$ cat src/rtl/core/ssh_pkg.sv
package ssh_pkg;

	localparam int WordW = 32;
	localparam int ChainN = 8;
	localparam int WinN = 16;
	localparam int RoundN = 64;

	typedef logic [WordW-1:0] word_t;
	typedef logic [$clog2(RoundN)-1:0] round_t;
	typedef logic [$clog2(ChainN)-1:0] widx_t;

	// control from the sequencer to the round datapath
	typedef struct packed {
		logic start;   // load working words from the chaining words
		logic step;    // run one compression round
		logic fold;    // add working words into the chaining words
		logic reinit;  // back to the initial hash values
	} core_ctl_t;

	localparam logic [7:0] PadMark = 8'h80;
	localparam logic [5:0] LenPos = 6'd56;

	localparam word_t RoundK [RoundN] = '{
		32'h428A2F98, 32'h71374491, 32'hB5C0FBCF, 32'hE9B5DBA5,
		32'h3956C25B, 32'h59F111F1, 32'h923F82A4, 32'hAB1C5ED5,
		32'hD807AA98, 32'h12835B01, 32'h243185BE, 32'h550C7DC3,
		32'h72BE5D74, 32'h80DEB1FE, 32'h9BDC06A7, 32'hC19BF174,
		32'hE49B69C1, 32'hEFBE4786, 32'h0FC19DC6, 32'h240CA1CC,
		32'h2DE92C6F, 32'h4A7484AA, 32'h5CB0A9DC, 32'h76F988DA,
		32'h983E5152, 32'hA831C66D, 32'hB00327C8, 32'hBF597FC7,
		32'hC6E00BF3, 32'hD5A79147, 32'h06CA6351, 32'h14292967,
		32'h27B70A85, 32'h2E1B2138, 32'h4D2C6DFC, 32'h53380D13,
		32'h650A7354, 32'h766A0ABB, 32'h81C2C92E, 32'h92722C85,
		32'hA2BFE8A1, 32'hA81A664B, 32'hC24B8B70, 32'hC76C51A3,
		32'hD192E819, 32'hD6990624, 32'hF40E3585, 32'h106AA070,
		32'h19A4C116, 32'h1E376C08, 32'h2748774C, 32'h34B0BCB5,
		32'h391C0CB3, 32'h4ED8AA4A, 32'h5B9CCA4F, 32'h682E6FF3,
		32'h748F82EE, 32'h78A5636F, 32'h84C87814, 32'h8CC70208,
		32'h90BEFFFA, 32'hA4506CEB, 32'hBEF9A3F7, 32'hC67178F2
	};

	localparam word_t InitH [ChainN] = '{
		32'h6A09E667, 32'hBB67AE85, 32'h3C6EF372, 32'hA54FF53A,
		32'h510E527F, 32'h9B05688C, 32'h1F83D9AB, 32'h5BE0CD19
	};

	function automatic word_t rotr(input word_t x, input int n);
		return (x >> n) | (x << (WordW - n));
	endfunction

	function automatic word_t big_sig0(input word_t x);
		return rotr(x, 2) ^ rotr(x, 13) ^ rotr(x, 22);
	endfunction

	function automatic word_t big_sig1(input word_t x);
		return rotr(x, 6) ^ rotr(x, 11) ^ rotr(x, 25);
	endfunction

	function automatic word_t small_sig0(input word_t x);
		return rotr(x, 7) ^ rotr(x, 18) ^ (x >> 3);
	endfunction

	function automatic word_t small_sig1(input word_t x);
		return rotr(x, 17) ^ rotr(x, 19) ^ (x >> 10);
	endfunction

endpackage

$ cat src/rtl/core/sha256_stream_hasher_top.sv
// SHA-256 hasher for a byte stream. Each input beat carries one message byte in
// s_tdata, with s_tuser marking the byte as present and s_tlast ending the message;
// a last beat without a byte is allowed, so an empty message can be hashed. Beats
// with or without a byte are taken while idle, and the byte that fills a 64-byte
// block starts a compression: 64 rounds on the single round datapath, then an add
// into the chaining words. At the end of a message the padding is fed one byte a
// cycle up to the end of the block, and each padded block is compressed the same
// way; when the length does not fit, a second block of 64 padding bytes follows, so
// the tail takes at most two compressions. The digest then leaves as eight beats,
// most significant word first, word position in m_tuser and m_tlast on the eighth.
// s_tready stays low from the filling byte or the end of message until the block is
// idle again; after the last digest beat the hasher holds its initial state.
module sha256_stream_hasher_top (
	input  logic        clk,
	input  logic        arst_n,
	input  logic        s_tvalid,
	output logic        s_tready,
	input  logic [7:0]  s_tdata,   // [7:0] data_byte
	input  logic        s_tuser,   // [0] byte_present
	input  logic        s_tlast,   // end_of_message
	output logic        m_tvalid,
	input  logic        m_tready,
	output logic [31:0] m_tdata,   // [31:0] digest_word
	output logic [2:0]  m_tuser,   // [2:0] word_index
	output logic        m_tlast    // last_word
);
	import ssh_pkg::*;

	typedef enum logic [4:0] {
		ST_IDLE = 5'b00001,
		ST_PAD  = 5'b00010,
		ST_RUN  = 5'b00100,
		ST_FOLD = 5'b01000,
		ST_OUT  = 5'b10000
	} state_t;

	state_t      state_q;
	logic [5:0]  fill_q;
	logic [63:0] total_q;
	logic [63:0] total_next;
	logic [63:0] len_q;
	logic [23:0] part_q;
	round_t      round_q;
	widx_t       oidx_q;
	logic        end_pend_q;
	logic        mark_q;
	logic        len_ok_q;
	logic        final_q;

	logic        s_acc;
	logic        m_acc;
	logic        feed;
	logic [7:0]  feed_byte;
	logic        len_byte;
	logic        push;
	word_t       push_word;
	word_t       w_cur;
	word_t       chain_word;
	core_ctl_t   ctl;

	assign s_tready = (state_q == ST_IDLE);
	assign s_acc = s_tvalid && s_tready;
	assign m_tvalid = (state_q == ST_OUT);
	assign m_acc = m_tvalid && m_tready;
	assign m_tdata = chain_word;
	assign m_tuser = oidx_q;
	assign m_tlast = (oidx_q == widx_t'(ChainN - 1));

	assign total_next = total_q + 64'(s_tuser);

	// byte source: message byte when idle, padding byte in the pad state
	assign len_byte = mark_q && len_ok_q && (fill_q >= LenPos);
	always_comb begin
		feed = 1'b0;
		feed_byte = s_tdata;
		if (state_q == ST_IDLE) begin
			feed = s_acc && s_tuser;
		end else if (state_q == ST_PAD) begin
			feed = 1'b1;
			if (!mark_q) begin
				feed_byte = PadMark;
			end else if (len_byte) begin
				feed_byte = len_q[63:56];
			end else begin
				feed_byte = 8'h00;
			end
		end
	end

	// big-endian word assembly into the schedule window
	assign push = feed && (fill_q[1:0] == 2'd3);
	assign push_word = {part_q, feed_byte};

	always_ff @(posedge clk) begin
		if (feed) begin
			part_q <= push_word[23:0];
		end
	end

	// datapath control
	always_comb begin
		ctl = '0;
		ctl.start = feed && (fill_q == 6'd63);
		ctl.step = (state_q == ST_RUN);
		ctl.fold = (state_q == ST_FOLD);
		ctl.reinit = m_acc && m_tlast;
	end

	// sequencer
	always_ff @(posedge clk or negedge arst_n) begin
		if (!arst_n) begin
			state_q <= ST_IDLE;
			fill_q <= '0;
			total_q <= '0;
			round_q <= '0;
			oidx_q <= '0;
			end_pend_q <= 1'b0;
			mark_q <= 1'b0;
			len_ok_q <= 1'b0;
			final_q <= 1'b0;
			len_q <= '0;
		end else begin
			if (feed) begin
				fill_q <= fill_q + 6'd1;
			end
			case (state_q)
				ST_IDLE: begin
					if (s_acc) begin
						total_q <= total_next;
						if (s_tlast) begin
							len_q <= {total_next[60:0], 3'b000};
							mark_q <= 1'b0;
							len_ok_q <= 1'b0;
						end
						if (s_tuser && fill_q == 6'd63) begin
							state_q <= ST_RUN;
							round_q <= '0;
							end_pend_q <= s_tlast;
							final_q <= 1'b0;
						end else if (s_tlast) begin
							state_q <= ST_PAD;
						end
					end
				end
				ST_PAD: begin
					if (!mark_q) begin
						mark_q <= 1'b1;
						if (fill_q < LenPos) begin
							len_ok_q <= 1'b1;
						end
					end
					if (len_byte) begin
						len_q <= {len_q[55:0], 8'h00};
					end
					if (fill_q == 6'd63) begin
						state_q <= ST_RUN;
						round_q <= '0;
						end_pend_q <= 1'b1;
						final_q <= mark_q && len_ok_q;
					end
				end
				ST_RUN: begin
					round_q <= round_q + round_t'(1);
					if (round_q == round_t'(RoundN - 1)) begin
						state_q <= ST_FOLD;
					end
				end
				ST_FOLD: begin
					if (final_q) begin
						state_q <= ST_OUT;
						oidx_q <= '0;
					end else if (end_pend_q) begin
						state_q <= ST_PAD;
						if (mark_q) begin
							len_ok_q <= 1'b1;
						end
					end else begin
						state_q <= ST_IDLE;
					end
				end
				ST_OUT: begin
					if (m_acc) begin
						oidx_q <= oidx_q + widx_t'(1);
						if (m_tlast) begin
							state_q <= ST_IDLE;
							total_q <= '0;
							fill_q <= '0;
							end_pend_q <= 1'b0;
							mark_q <= 1'b0;
							len_ok_q <= 1'b0;
							final_q <= 1'b0;
						end
					end
				end
				default: begin
					state_q <= ST_IDLE;
				end
			endcase
		end
	end

	ssh_msg_sched u_sched (
		.clk       (clk),
		.push      (push),
		.push_word (push_word),
		.step      (ctl.step),
		.w_cur     (w_cur)
	);

	ssh_round_core u_core (
		.clk        (clk),
		.arst_n     (arst_n),
		.ctl        (ctl),
		.round      (round_q),
		.w_cur      (w_cur),
		.sel        (oidx_q),
		.chain_word (chain_word)
	);

endmodule

$ cat src/rtl/core/ssh_msg_sched.sv
module ssh_msg_sched (
	input  logic           clk,
	input  logic           push,
	input  ssh_pkg::word_t push_word,
	input  logic           step,
	output ssh_pkg::word_t w_cur
);
	import ssh_pkg::*;

	// sixteen-word window: doubles as the block buffer while bytes arrive
	word_t win_q [WinN];
	word_t w_new;

	// next schedule word from the window taps
	assign w_new = win_q[0] + small_sig0(win_q[1]) + win_q[9] + small_sig1(win_q[14]);
	assign w_cur = win_q[0];

	// shift in either a filled message word or a fresh schedule word
	always_ff @(posedge clk) begin
		if (push || step) begin
			for (int i = 0; i < WinN - 1; i++) begin
				win_q[i] <= win_q[i+1];
			end
			win_q[WinN-1] <= push ? push_word : w_new;
		end
	end

endmodule

$ cat src/rtl/core/ssh_round_core.sv
module ssh_round_core (
	input  logic               clk,
	input  logic               arst_n,
	input  ssh_pkg::core_ctl_t ctl,
	input  ssh_pkg::round_t    round,
	input  ssh_pkg::word_t     w_cur,
	input  ssh_pkg::widx_t     sel,
	output ssh_pkg::word_t     chain_word
);
	import ssh_pkg::*;

	word_t chain_q [ChainN];
	word_t v_q [ChainN];
	word_t t1;
	word_t t2;
	word_t ch_w;
	word_t maj_w;

	// one compression round
	assign ch_w = (v_q[4] & v_q[5]) ^ (~v_q[4] & v_q[6]);
	assign maj_w = (v_q[0] & v_q[1]) ^ (v_q[0] & v_q[2]) ^ (v_q[1] & v_q[2]);
	assign t1 = v_q[7] + big_sig1(v_q[4]) + ch_w + RoundK[round] + w_cur;
	assign t2 = big_sig0(v_q[0]) + maj_w;

	assign chain_word = chain_q[sel];

	// working words
	always_ff @(posedge clk) begin
		if (ctl.start) begin
			for (int i = 0; i < ChainN; i++) begin
				v_q[i] <= chain_q[i];
			end
		end else if (ctl.step) begin
			v_q[7] <= v_q[6];
			v_q[6] <= v_q[5];
			v_q[5] <= v_q[4];
			v_q[4] <= v_q[3] + t1;
			v_q[3] <= v_q[2];
			v_q[2] <= v_q[1];
			v_q[1] <= v_q[0];
			v_q[0] <= t1 + t2;
		end
	end

	// chaining words
	always_ff @(posedge clk or negedge arst_n) begin
		if (!arst_n) begin
			for (int i = 0; i < ChainN; i++) begin
				chain_q[i] <= InitH[i];
			end
		end else if (ctl.reinit) begin
			for (int i = 0; i < ChainN; i++) begin
				chain_q[i] <= InitH[i];
			end
		end else if (ctl.fold) begin
			for (int i = 0; i < ChainN; i++) begin
				chain_q[i] <= chain_q[i] + v_q[i];
			end
		end
	end

endmodule

$ cat config.mk
export PLATFORM = sky130hd
export DESIGN_NAME = sha256_stream_hasher_top
export DESIGN_NICKNAME = d
export VERILOG_FILES = /design/src/rtl/core/ssh_pkg.sv /design/src/rtl/core/sha256_stream_hasher_top.sv /design/src/rtl/core/ssh_msg_sched.sv /design/src/rtl/core/ssh_round_core.sv
export SDC_FILE = /design/constraint.sdc
export NUM_CORES = 2
export LEC_CHECK = 0
export BUFFER_PORTS_ARGS = -buffer_cell sky130_fd_sc_hd__buf_2
export CAP_MARGIN = 40
export CORE_MARGIN = 5
export CORE_UTILIZATION = 30
export DETAILED_ROUTE_END_ITERATION = 8
export GPL_ROUTABILITY_DRIVEN = 1
export PLACE_DENSITY = 0.51
export SKIP_LAST_GASP = 1
export SLEW_MARGIN = 20
export SYNTH_ARGS = -nofsm -noshare
export SYNTH_HDL_FRONTEND = slang
export SYNTH_SLANG_ARGS = --single-unit
$ cat constraint.sdc
create_clock -name clk -period 23 [get_ports clk]
set_input_delay 0 -clock clk [delete_from_list [all_inputs] [get_ports clk]]
set_output_delay 0 -clock clk [all_outputs]
set_load 0.02 [all_outputs]
Word-level counts from Yosys, hierarchy flattened --
Memories as Yosys holds them, arrays and structs flattened. Index checks and enable logic that the tools add are counted.
Operators by class: muxes and demuxes 77, reductions and logical operators 25, bitwise logic cells 37, magnitude comparators 4, add/subtract/negate cells 22, eq/ne operators 24
Operator list (number):
- $add 32x32->32 | 18
- $mux 256 | 2
- $mux 32 | 13
- $mux 64 | 6
- $xor 32x32->32 | 9
- $pmux 64 s2 | 2
- $and 32x32->32 | 5
- $bmux 32 s3 | 1
- $add 64x1->64 | 1
- $mux 6 | 7
- $mux 5 | 8
- $mux 8 | 4
- $not 32->32 | 1
- $or 10x32->32 | 1
- $or 13x32->32 | 1
- $or 14x32->32 | 1
- $or 15x32->32 | 1
- $or 19x32->32 | 1
- $or 21x32->32 | 1
- $or 25x32->32 | 1
- $or 26x32->32 | 1
- $or 30x32->32 | 1
- $or 7x32->32 | 1
- $xor 32x22->32 | 1
- other kinds (39) | 101
Word-level totals: memories kept 3, memory bits (read-only) 2048, register bits 432, memory bits (writable) 768
Memory list:
- (no name shown) | depth 64, width 32, read ports 1, clocked after Yosys merged registers in 0, write ports 0, line ssh_round_core.sv:22 | assign t1 = v_q[7] + big_sig1(v_q[4]) + ch_w + RoundK[round] + w_cur;
- u_sched.win_q | depth 16, width 32, read ports 16, clocked after Yosys merged registers in 0, write ports 16, line ssh_msg_sched.sv:11 | word_t win_q [WinN];
- u_core.v_q | depth 8, width 32, read ports 8, clocked after Yosys merged registers in 0, write ports 8, line ssh_round_core.sv:13 | word_t v_q [ChainN];

Logic depth before layout (Yosys ltp) --
An unclocked memory read counts as a cell.
word-level depth 10, gate-level depth with buffers 38, depth with buffers taken out 37

By module --
From an unflattened synthesis, not the netlist that was laid out.
Unflattened totals: cell total of the unflattened synthesis 7412, area total of the unflattened synthesis 76139.3 um^2
By module, submodules not included:
- ssh_round_core | cells an instance 5243, times used 1, seq. area each 14263.7 um^2, area each 46403.3 um^2
- ssh_msg_sched | cells an instance 1167, times used 1, seq. area each 15374.7 um^2, area each 20485.9 um^2
- sha256_stream_hasher_top | cells an instance 1002, times used 1, seq. area each 4375.4 um^2, area each 9250.1 um^2

Worst setup path after synthesis --
OpenSTA, ideal clock, no wires.
path kind register to register, start point register state_q[3], end point memory u_sched.win_q[0][0] in the netlist's numbering (enable), path slack 8.711 ns, cell stages (with the launch flop) 11, library setup time 3.632 ns, clock period less this slack 14.289 ns, path buffers 2, arrival time 10.657 ns, cell sequence dfrtp_1 > clkbuf_1 > nor2_1 > nand3_1 > inv_2 > and2_0 > a21oi_1 > inv_1 > nand2_1 > clkbuf_1 > nand2_1
RTL lines:
- from (decl) | line sha256_stream_hasher_top.sv:37 | state_t state_q;
- from (signal assigned) | line sha256_stream_hasher_top.sv:112 | state_q <= ST_IDLE;
- from (signal assigned) | line sha256_stream_hasher_top.sv:136 | state_q <= ST_RUN;
- from (signal assigned) | line sha256_stream_hasher_top.sv:141 | state_q <= ST_PAD;
- to (decl) | line ssh_msg_sched.sv:11

==> impl_metrics.csv <==
group,metric,value,unit
clock_tree,numClockSinks,1194,
logic_synthesis,synth_top_area_cell,"edfxtp_1",
logic_synthesis,ys_top_cells_by_area,"edfxtp_1 33%, dfrtp_1 9.1%, ha_1 6.8%",
logic_synthesis,ys_ff_latch,1194,
worst_setup_path,cpMaxStageDelayCell,"ha_1",
grt,grt_first_pass_wirelength,354900,microns
logic_synthesis,yosys_warnings,0,
clock_tree,cts-root-buf,"clkbuf_16",
route,final_antenna_net_count,0,
clock_tree,cts-resized-gates,0,
route,viasPerCell,5.197,
logic_synthesis,synth_top_cell_area_share,0.3252,
worst_setup_path,r2r-end,"u_core.v_q[0][31]",
worst_setup_path,cp_data_arrival_time,11.73,ns
logic_synthesis,syn_area_per_cell,10.39,sq um
clock_tree,cts.clk_slew.worst_paths,0.06,ns
logic_synthesis,ys_types,96,
worst_setup_path,path_class,"reg -> reg",
floorplanning,start_util,0.3010,
logic_synthesis,yosys_most_used_dff,"edfxtp_1",
cells_and_area,layout_commonest_cell,"nand2_1",
clock_tree,postCtsSetupBuffers,0,
placed_design,gp_congestion,0.9366,
floorplanning,rows,181,
logic_synthesis,synth_area,73140,sq um
clock_tree,cts_tree,"yes",
worst_setup_path,path_max_fanout,22,
cells_and_area,layout.nets,7639,
floorplanning,die_area,253800,sq um
timing,fmax,89.49,MHz
timing,min_period_over_period,0.4859,
floorplanning,io_pins,52,
worst_setup_path,slowest_delay,1.01,ns
worst_setup_path,crit_path_start_kind,"register",
floorplanning,die_height,503.8,microns
logic_synthesis,synth_fp_nets,7651,
cells_and_area,drive_above_1_share,0.09779,
grt,overflow,0,
clock_tree,max-clock-path-buffers,3,
clock_tree,htreeDepth,4,
timing,slew_headroom,0.2751,
timing,min_period,11.17,ns
route,drc,0,
placed_design,pre_cts_slack,12.09,ns
route,wl_per_cell,23.10,microns
floorplanning,core,243000,sq um
floorplanning,die_width,503.8,microns
grt,antenna_found_initial,4,
route,vias,53820,
clock_tree,hold_buffers,17,
timing,final.setup_skew,0.06697,ns
run_status,status,"finished, final reports clean",
placed_design,hpwl,175200,microns
min_path,worst_hold_startpoint,"m_tready",
worst_setup_path,worst-r2r-setup-slack,11.83,ns
worst_setup_path,reg2reg_from,"round_q[1]",
logic_synthesis,synth_edf_count,792,
min_path,hold_class,"in -> reg",
cells_and_area,num-fill-cells,24431,
worst_setup_path,reg2reg_depth,31,
clock_tree,numCtsBuffers,146,
placed_design,port_buffers,51,
grt,grt_use_total,0.1830,
min_path,min_path_cells,4,
cells_and_area,multi_input_area,36880,sq um
logic_synthesis,ys_async_sr_fraction,0.3367,
timing,worst_slack,11.83,ns
timing,fin_tns_setup,0,ns
route,drt-initial-drc-count,4897,
cells_and_area,layout_common_cells,"1083 x nand2_1, 792 x edfxtp_1, 579 x o21ai_0",
route,drt_pre_antenna_iters,6,
cells_and_area,final-seq-area,34030,sq um
grt,first_global_vias,52713,
flow_run,drv_cap,0,
worst_setup_path,cp.required,23.55,ns
worst_setup_path,end_kind,"register",
min_path,whs_endpoint,"m_tuser[0]",
cells_and_area,syn_to_final_growth,12.41,%
logic_synthesis,synth-seq-area-share,0.4650,
timing,grt_setup_unrepaired,"false",
cells_and_area,postLayoutCoreUtil,0.3383,
timing,finalSetupViolCount,0,
route,wl,239200,microns
timing,finalHoldViolations,0,
logic_synthesis,syn_inst,7043,
timing,drv_slew,0,
clock_tree,clkLatencyLatePin,0.82,ns
grt,grt_max_degree,188,
timing,tightest_slew,1.087,ns
[how the worst max path moves through the flow]
| stage | from | end | slack, ns | cells after the start |
|---|---|---|---|---|
| after CTS | round_q[1] | u_core.v_q[0][31] | 12.07 | 31 |
| after detailed placement | round_q[1] | u_core.v_q[0][31] | 12.09 | 31 |
| after global routing | round_q[1] | u_core.v_q[0][31] | 11.45 | 31 |
| after global placement | round_q[1] | u_core.v_q[0][31] | 12.28 | 34 |
| final | round_q[1] | u_core.v_q[0][31] | 11.83 | 31 |
| after floorplan | state_q[3] | u_sched.win_q[0][0] | 8.71 | 10 |
[cell usage after synthesis, types with 137 or more instances]
library cell / n
a21o_1: 168
inv_1: 285
ha_1: 399
o21ai_0: 579
nor2_1: 384
nand3_1: 139
dfrtp_1: 265
fa_1: 195
xnor2_1: 394
nand2_1: 1087
edfxtp_1: 792
a21oi_1: 478
clkbuf_1: 299
dfstp_2: 137
xor2_1: 232
[worst max-delay path: cells and delay by family, from the launching register on]
family	cells	cell delay, ns
xor+xnor	3	0.51
simple gates	4	1.00
flops	1	0.87
buf+inv	2	0.70
compound gates	13	3.47
mux	2	0.80
fa+ha+maj	7	3.55
[per-layer routing]
layer,track usage,vias to the layer above,routed length (microns)
li1,-,25136,-
met1,0.2637,26858,110900
met2,0.2860,1572,108100
met3,0.03242,254,15090
met4,0.04279,0,5101
met5,0,-,0
[state kept, by name (all words and copies together), names as in the netlist, 5 cells and up]
signal and cells:
part_q 24, total_q 61, u_core.v_q 256, len_q 61, round_q 6, u_sched.win_q 512, state_q 5, fill_q 6
u_core.chain_q 256
[layout make-up]
class	count	share of cell area
inverter	290	0.01333
timing repair buffer	170	0.01814
tap	3202	0.04873
multi-input combinational	5229	0.4485
sequential	1194	0.4139
antenna	5	0.0001522
clock buffer	198	0.04841
clock inverter	67	0.008857
[through the flow]
step	cell area, sq um	hold slack, ns	std cells
global placement	76910	0.1292	10043
global route	82210	0.1142	10352
detailed placement	77180	0.1214	10060
finish	82220	0.1278	10355
CTS	82070	0.02190	10342
floorplan	73140	-0.2956	7043
[logic make-up after synthesis]
logic type	count (synthesis)	share of synthesized area
multiplexers	144	0.03242
adder cells (fa/ha/maj)	616	0.1246
AO/OA/AOI/OAI	1789	0.1490
AND/OR/NAND/NOR	2054	0.1220
XOR/XNOR	626	0.07496
buffers and inverters	620	0.03199
flip-flops	1194	0.4650
Power is not shown: default switching activity piles up to over one toggle a cycle in this logic, so the estimate is an artifact.
